[src/mraf_pkg.sv]
// shared constants, types and helper functions for the measurement record formatter
`default_nettype none
package mraf_pkg;

  // field widths
  localparam int PULSE_W  = 22;
  localparam int ADC_W    = 8;
  localparam int NUM_ADC  = 6;
  localparam int ADC_IW   = $clog2(NUM_ADC);
  localparam int PERIOD_W = 16;
  localparam int REC_W    = 16;
  localparam int ELAPSED_W = 32;
  localparam int RATE_W   = 16;
  localparam int PMS_W    = 14;
  localparam int DIV_W    = 32;
  localparam int CHAR_W   = 8;
  localparam int DEC_W    = 17;
  localparam int IN_TDATA_W = ((PULSE_W + NUM_ADC * ADC_W + 7) / 8) * 8;

  // defaults and arithmetic constants
  localparam int CHANNELS_DEF = 6;
  localparam logic [PERIOD_W-1:0] PERIOD_RESET  = 16'd7812;
  localparam logic [PERIOD_W-1:0] TICKS_PER_SEC = 16'd7812;
  localparam logic [DIV_W-1:0]    MS_PER_SEC    = 32'd1000;
  localparam logic [RATE_W-1:0]   RATE_SAT      = 16'hFFFF;

  // period in ms = (ticks * PMS_RECIP) >> PMS_SHIFT, exact floor of ticks*1000/7812
  // for every 16-bit tick count
  localparam int RECIP_W   = 25;
  localparam int PROD_W    = PERIOD_W + RECIP_W;
  localparam int PMS_SHIFT = 27;
  localparam logic [RECIP_W-1:0] PMS_RECIP = 25'd17180969;

  // line layout
  localparam int HEAD_LEN = 22;

  // ascii codes
  localparam logic [CHAR_W-1:0] CH_CR   = 8'h0D;
  localparam logic [CHAR_W-1:0] CH_LF   = 8'h0A;
  localparam logic [CHAR_W-1:0] CH_TAB  = 8'h09;
  localparam logic [CHAR_W-1:0] CH_ZERO = 8'h30;
  localparam logic [CHAR_W-1:0] CH_NINE = 8'h39;
  localparam logic [CHAR_W-1:0] HEX_ALPHA_OFS = 8'h07;

  // character kinds
  localparam logic [2:0] CK_CR  = 3'd0;
  localparam logic [2:0] CK_LF  = 3'd1;
  localparam logic [2:0] CK_TAB = 3'd2;
  localparam logic [2:0] CK_DEC = 3'd3;
  localparam logic [2:0] CK_HEX = 3'd4;

  // decimal value sources
  localparam logic [1:0] SRC_REC  = 2'd0;
  localparam logic [1:0] SRC_RATE = 2'd1;
  localparam logic [1:0] SRC_ADC  = 2'd2;

  // decimal place selectors
  localparam logic [2:0] POW_1     = 3'd0;
  localparam logic [2:0] POW_10    = 3'd1;
  localparam logic [2:0] POW_100   = 3'd2;
  localparam logic [2:0] POW_1000  = 3'd3;
  localparam logic [2:0] POW_10000 = 3'd4;

  typedef struct packed {
    logic              load;        // take the input word, bump record count
    logic              div_start;   // rate division: pulses*1000 / period_ms
    logic              cap_period;  // add the period in ms to the elapsed time
    logic              cap_rate;
    logic              emit;        // load the next character into the output register
    logic [2:0]        kind;
    logic              first;       // first digit of a decimal field
    logic [1:0]        src;
    logic [ADC_IW-1:0] adc_idx;
    logic [2:0]        pow_sel;
    logic [2:0]        nib_idx;
    logic              last;
  } mraf_cmd_t;

  typedef struct packed {
    logic div_done;
    logic out_busy;
  } mraf_stat_t;

  function automatic logic [DEC_W-1:0] pow10(input logic [2:0] sel);
    logic [DEC_W-1:0] p;
    case (sel)
      POW_1:     p = 17'd1;
      POW_10:    p = 17'd10;
      POW_100:   p = 17'd100;
      POW_1000:  p = 17'd1000;
      POW_10000: p = 17'd10000;
      default:   p = 17'd1;
    endcase
    return p;
  endfunction

  function automatic logic [CHAR_W-1:0] hex_char(input logic [3:0] nib);
    logic [CHAR_W-1:0] c;
    c = CH_ZERO + CHAR_W'(nib);
    if (c > CH_NINE) c = c + HEX_ALPHA_OFS;
    return c;
  endfunction

endpackage
`default_nettype wire

[src/measurement_record_ascii_formatter.sv]
// top level: measurement record ascii formatter, controller plus datapath
// sequence: on an accepted word the elapsed time is updated and the rate division started;
// after the 32-step iterative division the rate is captured and the first character loaded
// a new word is accepted only once the last character of the previous line is loaded;
// one character per cycle leaves once the division finishes, while out_tready is held high
// reset: synchronous active-low, clears record count and elapsed time, period = 7812
`default_nettype none
module measurement_record_ascii_formatter
  import mraf_pkg::*;
#(
  parameter int CHANNELS = CHANNELS_DEF  // channels printed per line, 1..8, at most six exist
) (
  input  wire logic                  clk,
  input  wire logic                  rst_n,
  // configuration: period in prescaled timer ticks
  input  wire logic                  cfg_wr_en,
  input  wire logic [PERIOD_W-1:0]   cfg_wr_data,
  // input word, one per measurement period
  input  wire logic                  in_tvalid,
  output logic                       in_tready,
  // pulse_count[21:0], adc_ch0..adc_ch5 8 bits each from bit 22 up, zero pad [71:70]
  input  wire logic [IN_TDATA_W-1:0] in_tdata,
  // output characters
  output logic                       out_tvalid,
  input  wire logic                  out_tready,
  output logic [CHAR_W-1:0]          out_tdata,  // tx_byte[7:0]
  output logic                       out_tlast   // line_end
);

  mraf_cmd_t  cmd;
  mraf_stat_t stat;

  // controller walks the record: load (period in ms by reciprocal multiply), elapsed
  // update with the rate division start, rate capture once the division is done, then the
  // line one character at a time as the output register frees up
  mraf_ctrl #(.CHANNELS(CHANNELS)) u_ctrl (
    .clk       (clk),
    .rst_n     (rst_n),
    .in_tvalid (in_tvalid),
    .in_tready (in_tready),
    .stat      (stat),
    .cmd       (cmd)
  );

  // datapath holds the period register, record and elapsed counters, the divider,
  // the decimal/hex digit logic and the output register
  mraf_datapath u_dp (
    .clk         (clk),
    .rst_n       (rst_n),
    .cfg_wr_en   (cfg_wr_en),
    .cfg_wr_data (cfg_wr_data),
    .in_tdata    (in_tdata),
    .cmd         (cmd),
    .stat        (stat),
    .out_tready  (out_tready),
    .out_tvalid  (out_tvalid),
    .out_tdata   (out_tdata),
    .out_tlast   (out_tlast)
  );

endmodule
`default_nettype wire

[src/mraf_div.sv]
// iterative restoring divider, one quotient bit per cycle
`default_nettype none
module mraf_div
  import mraf_pkg::*;
#(
  parameter int DW = DIV_W,
  parameter int VW = PMS_W
) (
  input  wire logic          clk,
  input  wire logic          rst_n,
  input  wire logic          start,
  input  wire logic [DW-1:0] dividend,
  input  wire logic [VW-1:0] divisor,
  output logic      [DW-1:0] quotient,
  output logic               done
);

  localparam int CW = $clog2(DW + 1);

  logic [DW-1:0] q_r, q_nxt;
  logic [VW-1:0] rem_r, rem_nxt;
  logic [VW-1:0] den_r;
  logic [CW-1:0] cnt_r, cnt_nxt;
  logic          done_r, done_nxt;
  logic [VW:0]   rem_sh;
  logic          ge;

  always_comb begin
    rem_sh   = {rem_r, q_r[DW-1]};
    ge       = rem_sh >= {1'b0, den_r};
    q_nxt    = q_r;
    rem_nxt  = rem_r;
    cnt_nxt  = cnt_r;
    done_nxt = 1'b0;
    if (start) begin
      q_nxt   = dividend;
      rem_nxt = '0;
      cnt_nxt = CW'(DW);
    end else if (cnt_r != '0) begin
      q_nxt    = {q_r[DW-2:0], ge};
      rem_nxt  = ge ? VW'(rem_sh - {1'b0, den_r}) : rem_sh[VW-1:0];
      cnt_nxt  = cnt_r - 1'b1;
      done_nxt = (cnt_r == CW'(1));
    end
  end

  always_ff @(posedge clk) begin
    if (!rst_n) begin
      cnt_r  <= '0;
      done_r <= 1'b0;
    end else begin
      cnt_r  <= cnt_nxt;
      done_r <= done_nxt;
    end
  end

  always_ff @(posedge clk) begin
    q_r   <= q_nxt;
    rem_r <= rem_nxt;
    if (start) den_r <= divisor;
  end

  assign quotient = q_r;
  assign done     = done_r;

endmodule
`default_nettype wire

[src/mraf_datapath.sv]
// datapath: period register, counters, divider, digit and character generation
`default_nettype none
module mraf_datapath
  import mraf_pkg::*;
(
  input  wire logic                  clk,
  input  wire logic                  rst_n,
  input  wire logic                  cfg_wr_en,
  input  wire logic [PERIOD_W-1:0]   cfg_wr_data,
  input  wire logic [IN_TDATA_W-1:0] in_tdata,
  input  wire mraf_cmd_t             cmd,
  output mraf_stat_t                 stat,
  input  wire logic                  out_tready,
  output logic                       out_tvalid,
  output logic [CHAR_W-1:0]          out_tdata,
  output logic                       out_tlast
);

  logic [PERIOD_W-1:0]  period_r;
  logic [ADC_W-1:0]     adc_r [NUM_ADC];
  logic [REC_W-1:0]     rec_r;
  logic [ELAPSED_W-1:0] elapsed_r;
  logic [PMS_W-1:0]     pms_r;
  logic [RATE_W-1:0]    rate_r;
  logic [DIV_W-1:0]     mul_r;
  logic [REC_W-1:0]     val_r, val_nxt;
  logic                 ov_r;
  logic [CHAR_W-1:0]    char_r, char_nxt;
  logic                 last_r;

  logic [DIV_W-1:0]     quot;
  logic                 div_done;
  logic [PROD_W-1:0]    pms_prod;
  logic [PMS_W-1:0]     pms_calc;

  logic [REC_W-1:0]     cur;
  logic [DEC_W-1:0]     cur_x, pw, rem_x;
  logic [3:0]           digit;
  logic [3:0]           nib;

  // period in ms by reciprocal multiplication of the period register
  assign pms_prod = PROD_W'(period_r) * PROD_W'(PMS_RECIP);
  assign pms_calc = pms_prod[PMS_SHIFT +: PMS_W];

  mraf_div #(.DW(DIV_W), .VW(PMS_W)) u_div (
    .clk      (clk),
    .rst_n    (rst_n),
    .start    (cmd.div_start),
    .dividend (mul_r),
    .divisor  (pms_r),
    .quotient (quot),
    .done     (div_done)
  );

  // decimal digit: largest d with d*place <= value, then strip it
  always_comb begin
    case (cmd.src)
      SRC_REC:  cur = rec_r;
      SRC_RATE: cur = rate_r;
      SRC_ADC:  cur = REC_W'(adc_r[cmd.adc_idx]);
      default:  cur = rec_r;
    endcase
    if (!cmd.first) cur = val_r;
    cur_x = DEC_W'(cur);
    pw    = pow10(cmd.pow_sel);
    digit = 4'd0;
    for (int d = 1; d <= 9; d++) begin
      if (cur_x >= DEC_W'(d) * pw) digit = 4'(d);
    end
    rem_x   = cur_x - DEC_W'(digit) * pw;
    val_nxt = rem_x[REC_W-1:0];
  end

  always_comb begin
    nib = elapsed_r[{cmd.nib_idx, 2'b00} +: 4];
    case (cmd.kind)
      CK_CR:   char_nxt = CH_CR;
      CK_LF:   char_nxt = CH_LF;
      CK_TAB:  char_nxt = CH_TAB;
      CK_DEC:  char_nxt = CH_ZERO + CHAR_W'(digit);
      CK_HEX:  char_nxt = hex_char(nib);
      default: char_nxt = CH_TAB;
    endcase
  end

  always_ff @(posedge clk) begin
    if (!rst_n) begin
      period_r  <= PERIOD_RESET;
      rec_r     <= '0;
      elapsed_r <= '0;
      ov_r      <= 1'b0;
    end else begin
      if (cfg_wr_en) period_r <= cfg_wr_data;
      if (cmd.load) rec_r <= rec_r + 1'b1;
      if (cmd.cap_period) elapsed_r <= elapsed_r + ELAPSED_W'(pms_r);
      if (cmd.emit) ov_r <= 1'b1;
      else if (out_tready) ov_r <= 1'b0;
    end
  end

  always_ff @(posedge clk) begin
    if (cmd.load) begin
      for (int i = 0; i < NUM_ADC; i++) begin
        adc_r[i] <= in_tdata[PULSE_W + i*ADC_W +: ADC_W];
      end
      mul_r <= DIV_W'(in_tdata[PULSE_W-1:0]) * MS_PER_SEC;
      pms_r <= pms_calc;
    end
    if (cmd.cap_rate) rate_r <= (pms_r == '0) ? RATE_SAT : quot[RATE_W-1:0];
    if (cmd.emit) begin
      char_r <= char_nxt;
      last_r <= cmd.last;
      if (cmd.kind == CK_DEC) val_r <= val_nxt;
    end
  end

  assign stat.div_done = div_done;
  assign stat.out_busy = ov_r && !out_tready;

  assign out_tvalid = ov_r;
  assign out_tdata  = char_r;
  assign out_tlast  = last_r;

endmodule
`default_nettype wire

[src/mraf_ctrl.sv]
// controller: record sequencing and per-character command decode
`default_nettype none
module mraf_ctrl
  import mraf_pkg::*;
#(
  parameter int CHANNELS = CHANNELS_DEF
) (
  input  wire logic       clk,
  input  wire logic       rst_n,
  input  wire logic       in_tvalid,
  output logic            in_tready,
  input  wire mraf_stat_t stat,
  output mraf_cmd_t       cmd
);

  localparam int NUM_EMIT = (CHANNELS < NUM_ADC) ? CHANNELS : NUM_ADC;
  localparam int LINE_LEN = HEAD_LEN + 4 * NUM_EMIT;
  localparam int CI_W     = $clog2(LINE_LEN);

  localparam logic [1:0] S_IDLE    = 2'd0;
  localparam logic [1:0] S_DIVGO   = 2'd1;
  localparam logic [1:0] S_DIVWAIT = 2'd2;
  localparam logic [1:0] S_EMIT    = 2'd3;

  logic [1:0]      state_r, state_nxt;
  logic [CI_W-1:0] ci_r, ci_nxt;
  logic [CI_W-1:0] ofs;
  logic [1:0]      m;
  logic            is_last;

  // character index to layout fields
  always_comb begin
    ofs         = ci_r - CI_W'(HEAD_LEN);
    m           = ofs[1:0];
    is_last     = (ci_r == CI_W'(LINE_LEN - 1));
    cmd         = '0;
    cmd.kind    = CK_TAB;
    cmd.src     = SRC_REC;
    cmd.pow_sel = POW_1;
    if (ci_r == CI_W'(0)) begin
      cmd.kind = CK_CR;
    end else if (ci_r == CI_W'(1)) begin
      cmd.kind = CK_LF;
    end else if (ci_r inside {[2:6]}) begin
      cmd.kind    = CK_DEC;
      cmd.src     = SRC_REC;
      cmd.first   = (ci_r == CI_W'(2));
      cmd.pow_sel = 3'(CI_W'(6) - ci_r);
    end else if (ci_r inside {[8:15]}) begin
      cmd.kind    = CK_HEX;
      cmd.nib_idx = 3'(CI_W'(15) - ci_r);
    end else if (ci_r inside {[17:21]}) begin
      cmd.kind    = CK_DEC;
      cmd.src     = SRC_RATE;
      cmd.first   = (ci_r == CI_W'(17));
      cmd.pow_sel = 3'(CI_W'(21) - ci_r);
    end else if (ci_r >= CI_W'(HEAD_LEN) && m != 2'd0) begin
      cmd.kind    = CK_DEC;
      cmd.src     = SRC_ADC;
      cmd.first   = (m == 2'd1);
      cmd.pow_sel = 3'(2'd3 - m);
      cmd.adc_idx = ADC_IW'(ofs[CI_W-1:2]);
    end
    cmd.last = is_last;

    state_nxt = state_r;
    ci_nxt    = ci_r;
    in_tready = (state_r == S_IDLE);
    case (state_r)
      S_IDLE: begin
        if (in_tvalid) begin
          cmd.load  = 1'b1;
          state_nxt = S_DIVGO;
        end
      end
      S_DIVGO: begin
        cmd.cap_period = 1'b1;
        cmd.div_start  = 1'b1;
        state_nxt      = S_DIVWAIT;
      end
      S_DIVWAIT: begin
        if (stat.div_done) begin
          cmd.cap_rate = 1'b1;
          ci_nxt       = '0;
          state_nxt    = S_EMIT;
        end
      end
      S_EMIT: begin
        if (!stat.out_busy) begin
          cmd.emit = 1'b1;
          if (is_last) begin
            state_nxt = S_IDLE;
          end else begin
            ci_nxt = ci_r + 1'b1;
          end
        end
      end
      default: state_nxt = S_IDLE;
    endcase
  end

  always_ff @(posedge clk) begin
    if (!rst_n) begin
      state_r <= S_IDLE;
      ci_r    <= '0;
    end else begin
      state_r <= state_nxt;
      ci_r    <= ci_nxt;
    end
  end

  a_no_emit_when_busy: assert property (@(posedge clk) disable iff (!rst_n)
    cmd.emit |-> !stat.out_busy)
    else $error("character loaded over a word not yet taken");

  a_accept_starts_div: assert property (@(posedge clk) disable iff (!rst_n)
    (in_tvalid && in_tready) |=> (state_r == S_DIVGO))
    else $error("accepted word did not start the rate division");

  a_last_returns_idle: assert property (@(posedge clk) disable iff (!rst_n)
    (cmd.emit && cmd.last) |=> (state_r == S_IDLE))
    else $error("line end did not return to idle");

  a_index_in_line: assert property (@(posedge clk) disable iff (!rst_n)
    ci_r < CI_W'(LINE_LEN))
    else $error("character index beyond line length");

endmodule
`default_nettype wire
[config.mk]
export PLATFORM = sky130hd
export DESIGN_NAME = measurement_record_ascii_formatter
export DESIGN_NICKNAME = d
export VERILOG_FILES = /design/src/mraf_pkg.sv /design/src/measurement_record_ascii_formatter.sv /design/src/mraf_div.sv /design/src/mraf_datapath.sv /design/src/mraf_ctrl.sv
export SDC_FILE = /design/constraint.sdc
export NUM_CORES = 1
export LEC_CHECK = 0
export BUFFER_PORTS_ARGS = -buffer_cell sky130_fd_sc_hd__buf_2
export CAP_MARGIN = 10
export CORE_MARGIN = 3
export CORE_UTILIZATION = 60
export CTS_CLUSTER_SIZE = 14
export DETAILED_ROUTE_END_ITERATION = 10
export PLACE_DENSITY = 0.78
export SYNTH_ARGS = -nofsm -noshare
export SYNTH_HDL_FRONTEND = slang
export SYNTH_SLANG_ARGS = --single-unit
[constraint.sdc]
create_clock -name clk -period 20.6 [get_ports clk]
set_input_delay 2.06 -clock clk [delete_from_list [all_inputs] [get_ports clk]]
set_output_delay 2.06 -clock clk [all_outputs]
set_load 0.01 [all_outputs]
Word level (Yosys, flattened, before mapping). Memory sizes are Yosys's and may differ from the RTL's. Cells that the tools add are included.

$add $sub $neg: 14. Multiply operators: 8. Magnitude comparators: 18. Eq/ne operators: 23. Shifts and indexed selects: 1. Mux-type cells: 59. Bitwise logic cells: 2. Reductions and logical operators: 20.

Operators with widths (count): 16-bit by 17-bit greater-or-equal comparator with 1-bit output (6); 12-bit two-way mux (7); 32-bit two-way mux (2); 14-bit one-hot mux with 4 select lines (1); 6-bit two-way mux (7); 16-bit by 25-bit multiplier with 41-bit output (second input constant) (1); 3-bit two-way mux (13); 3-bit by 14-bit multiplier with 17-bit output (first input constant) (2); 32-bit by 14-bit adder with 32-bit output (1); 2-bit by 14-bit multiplier with 16-bit output (first input constant) (2); 16-bit one-hot mux with 2 select lines (1); 8-bit one-hot mux with 4 select lines (1); 32-bit by 6-bit indexed part select with 4-bit output (1); 22-bit by 7-bit multiplier with 29-bit output (second input constant) (1); 4-bit by 14-bit multiplier with 17-bit output (first input constant) (1); 16-bit by 1-bit adder with 16-bit output (second input constant) (1); 16-bit by 14-bit greater-or-equal comparator with 1-bit output (1); 16-bit by 15-bit greater-or-equal comparator with 1-bit output (1); 16-bit greater-or-equal comparator (1); 4-bit by 14-bit multiplier with 16-bit output (1); 16-bit two-way mux (1); 16-bit subtractor (1); 15-bit by 14-bit greater-or-equal comparator with 1-bit output (1); 6-bit by 4-bit adder with 7-bit output (first input constant) (2); 47 further kinds (88).

Register bits: 224. RAM bits: 48. Input port bits: 93. Output and inout bits: 11. Logic and storage cells: 165. Memories: 1.

Memories: u_dp.adc_r (depth 6, bits a word 8, read ports 1, clocked after Yosys merged registers in 0, write ports 6, line mraf_datapath.sv:20) `logic [ADC_W-1:0] adc_r [NUM_ADC];`.

Depth between registers and ports, before layout.
Word-level depth: 29. Mapped depth: 54.

Modules after synthesis. Synthesis repeated with hierarchy kept, for this count alone.

Cells, all modules: 2412. Area total of the unflattened synthesis: 25386.8 um^2.

Modules (own cells, without submodules): mraf_datapath (instances 1, cells each 1994, area each 20926.3 um^2, sequential area each 5235.0 um^2); mraf_div (instances 1, cells each 294, area each 3475.8 um^2, sequential area each 1801.7 um^2); mraf_ctrl (instances 1, cells each 124, area each 984.7 um^2, sequential area each 160.2 um^2).

Worst setup path before layout. Ideal clock, no wire load.

Path type: register -> register. Start point: register u_ctrl.ci_r[1]. End point: register u_dp.val_r[15] (data pin). Setup time: 0.259 ns. Data arrival time: 10.924 ns. Required time: 20.341 ns. Slack: 9.417 ns. Stages on the path, launching flop included: 51. Buffers on the path: 6. Clock period less this slack: 11.183 ns. Cells stage by stage: dfxtp_1 > buf_2 > clkbuf_1 > inv_1 > ha_1 > xnor2_1 > o21ba_1 > buf_6 > inv_4 > buf_2 > o211ai_1 > a211oi_2 > inv_1 > clkbuf_1 > ha_1 > nand2b_1 > clkbuf_1 > inv_1 > (+15 left out) > a211o_1 > nand2_1 > nand2b_1 > o31ai_2 > nor2_1 > fa_1 > inv_1 > fa_1 > fa_1 > ha_1 > a21oi_1 > o21bai_1 > a21oi_1 > o21ai_0 > a2111oi_0 > o21bai_1 > a21oi_1 > xnor2_1.

Word-level cells in the longest chain between the ends: 29.

RTL lines: start, declared (line mraf_ctrl.sv:26) `logic [CI_W-1:0] ci_r, ci_nxt;`; start signal, assigned (line mraf_ctrl.sv:108) `ci_r <= ci_nxt;`; branches (longest 13 deep; another with 5-bit subtractor); 12-bit two-way mux (*) (line mraf_ctrl.sv:40) `if (ci_r == CI_W'(0)) begin`; branches (longest 14 deep; another with 16-bit by 17-bit greater-or-equal comparator with 1-bit output); 16-bit subtractor (*) (line mraf_datapath.sv:70) `rem_x = cur_x - DEC_W'(digit) * pw;`; net u_dp.rem_x[15] (line mraf_datapath.sv:37) `logic [DEC_W-1:0] cur_x, pw, rem_x;`; end signal, assigned (line mraf_datapath.sv:113) `if (cmd.kind == CK_DEC) val_r <= val_nxt;`; end, declared (line mraf_datapath.sv:26) `logic [REC_W-1:0] val_r, val_nxt;`.

Mark *: on every way through the listed nets, which the timed path passes. The select of a mux whose other input is x is not followed. A chain may end at the register's enable or synchronous reset.

Worst setup path after layout.
Start point: register u_ctrl.ci_r[0]. End point: register u_dp.val_r[15] (data pin).

The elaborated chain is that of the path after synthesis.

==> summary.txt <==
Clocking
  • Clock Root Buffer: clkbuf_16
  • Clock Tree Buf Depth: 3
  • Worst-skew pair later-pin latency: 0.57 ns
  • Worst-path clk slew: 0.07 ns
  • CTS Hold Bufs: 0
  • Post-CTS Resized: 0
  • H-tree lvl count: 1
  • Post-CTS setup buffer count: 0
  • CTS tree: built
  • Cts bufs inserted: 30
  • Sinks on the clock net: 271

Floorplan
  • Site Rows: 75
  • Core Box Area: 42,500 µm²
  • Die area: 46,200 µm²
  • Chip width: 215 µm
  • Initial core utilization: 61.6%
  • Die Y: 215 µm
  • Top Ports: 104

Power
  • P_leak: 12.8 nW
  • PD cells: 105 nW/µm²
  • Maximum VDD drop: 90.2 µV

GRT
  • Initial antenna violation count: 3
  • Vias in the first global route: 20,220
  • GR Util All Layers: 26.3%
  • First-pass GRT wire length: 100 mm
  • Largest net degree at the start of global routing: 88
  • Global route total overflow: 0

Timing
  • Setup_tns: 0 ns
  • Unrepaired setup endpoints after global routing: no
  • Tmin final: 14.21 ns
  • Worst Skew: 0.0265 ns
  • Worst-Margin Slew: 1.17 ns
  • Final Setup Violations: 0
  • Fmax: 70.4 MHz
  • Slew Limit Fails: 0
  • Tcrit/Tclk final: 69.0%
  • Hold_ws: 0.494 ns
  • Final hold viol count: 0
  • Max transition margin: 22.3%

Place
  • # port buffers: 100
  • Post-DP HPWL: 47.9 mm
  • # placed instances: 3,208
  • Dpl cell area: 27,400 µm²
  • Gpl congestion: 0.949

Synth
  • Top-count cell post-synth: ha_1
  • Synth Instances: 2,564
  • Sequential-to-total area share from yosys stat: 27.5%
  • Most common library cells after synthesis: ha_1, inv_1, fa_1
  • Cell taking the most area after synthesis: edfxtp_1
  • Ys flop type: edfxtp_1
  • Post-synth EDFFs: 177
  • Synthesized area per cell: 10.2 µm²
  • Number of library cell types mapped by synthesis: 88
  • Largest cells by area after synthesis: edfxtp_1, ha_1, fa_1
  • Synth top area share: 20.3%
  • Post-Syn Area: 26,200 µm²
  • #FFs+latches synth: 271
  • Yosys Warn Count: 0
  • Post-synth ARST share: 0%

Worst setup path
  • CP max FO: 21
  • Slowest stage cell, crit path: dfxtp_1
  • CP endpoint kind: register
  • Required @ worst endpoint: 20.92 ns
  • CP arrival: 14.53 ns
  • Critical path class: register to register
  • CP peak stage delay: 0.81 ns
  • Critical path launch point type: register
  • Cell repeated most along the worst path: a21oi_1

Run
  • Max Cap Viol: 0

Detailed routing
  • Vias per cell: 5.97
  • Antenna-violating nets left: 0
  • Iteration-0 DRC Markers: 1,198
  • Vias after detailed routing: 19,482
  • DR WL/cell: 18.6 µm
  • Final WL: 60.7 mm
  • DRC Markers: 0
  • First-pass DRT Iterations: 5

Worst hold path
  • Hold WC Path Type: register to register

Finish
  • Share of cells above drive strength 1: 9.01%
  • Post-route cell area: 28,300 µm²
  • # fillers: 3,261
  • Final #Nets: 3,359
  • Layout Area Growth over Synthesis: 8.28%
  • Final Instance Count excl. Fillers: 3,266
  • Util after Layout: 66.7%

Run status
  • Status: complete, no violations
-- placed cells by master, fill, tap and decap left out, types with 36 or more instances in the layout --
| cell type | netlist | routed |
|---|---|---|
| a21o_1 | 53 | 53 |
| a21oi_1 | 126 | 126 |
| and2_1 | 39 | 38 |
| buf_2 | 6 | 100 |
| dfxtp_1 | 94 | 94 |
| edfxtp_1 | 177 | 177 |
| fa_1 | 189 | 189 |
| ha_1 | 414 | 413 |
| inv_1 | 275 | 275 |
| mux2_2 | 36 | 36 |
| mux2i_1 | 51 | 51 |
| nand2_1 | 155 | 155 |
| nand2b_1 | 39 | 39 |
| nor2_1 | 147 | 147 |
| nor2b_1 | 60 | 60 |
| nor3_1 | 39 | 39 |
| o21ai_0 | 94 | 94 |
| xnor2_1 | 89 | 89 |
| xor2_1 | 37 | 37 |
-- kinds of logic (layout without fill, tap and decap cells) --
group | count (synthesis) | count (layout) | synth area share [%]
AO/OA/AOI/OAI | 493 | 493 | 12.8
XOR/XNOR | 126 | 126 | 4.22
other | 2 | 12 | 0.0287
flip-flops | 271 | 271 | 27.5
adder cells (fa/ha/maj) | 605 | 605 | 34.3
multiplexers | 93 | 93 | 3.99
buffers and inverters | 342 | 457 | 5.03
AND/OR/NAND/NOR | 632 | 632 | 12.1
-- routing by layer --
metal  global-route usage [%]  part of all wire, %  up-vias
met5                        0                0.056        -
met4                     9.03                  3.3        4
met3                     3.95                  6.0      126
met2                     44.1                   47      556
met1                     35.0                   43     9498
li1                         -                    -     9298
-- metrics by stage --
step / power [mW] / setup slack [ns]
after floorplan: 2.10 / 9.42
after global placement: 2.37 / 6.76
after detailed placement: 2.45 / 6.68
after CTS: 2.99 / 6.69
after global routing: 3.24 / 5.76
final: 2.98 / 6.39
-- cell type report --
cell class	count	area [µm²]	area share, %
Tap cell	577	722	2.55
Clock buffer	42	867	3.06
Sequential cell	271	7200	25.4
Clock inverter	14	121	0.428
Inverter	278	1050	3.69
Timing Repair Buffer	123	673	2.37
Multi-Input combinational cell	1959	17700	62.5
Antenna cell	2	5.00	0.0177
-- flip-flops by register name, summed over array words and instances, names as in the netlist, 16 cells and up --
name,cells
u_dp.adc_r,48
u_dp.rate_r,16
u_dp.period_r,16
u_dp.mul_r,29
u_dp.rec_r,16
u_dp.val_r,16
u_dp.u_div.quotient,32
u_dp.elapsed_r,32
-- critical path, delay by kind of cell, from the launching register on --
kind | cells | cell delay, ns
flip-flops | 1 | 0.81
buffers and inverters | 7 | 2.12
adder cells (fa/ha/maj) | 9 | 3.88
XOR/XNOR | 3 | 0.42
AND/OR/NAND/NOR | 6 | 1.92
AO/OA/AOI/OAI | 20 | 4.78
-- final timing paths --
| path | start | to | slack [ns] | depth (start not counted) |
|---|---|---|---|---|
| worst max-delay path | u_ctrl.ci_r[0] | u_dp.val_r[15] | 6.39 | 45 |
| worst min-delay path | u_dp.u_div.rem_r[1] | u_dp.u_div.rem_r[1] | 0.49 | 2 |
| worst max register to register | u_ctrl.ci_r[0] | u_dp.val_r[15] | 6.39 | 45 |
| worst min register to register | u_dp.u_div.rem_r[1] | u_dp.u_div.rem_r[1] | 0.49 | 2 |
-- where the power goes --
part           switching (mW)  internal, mW  total (mW)
Combinational           0.848         0.688        1.54
Sequential             0.0924         0.823       0.915
Clock                   0.221         0.308       0.529
Note: power is estimated with default switching activity, not from simulation.
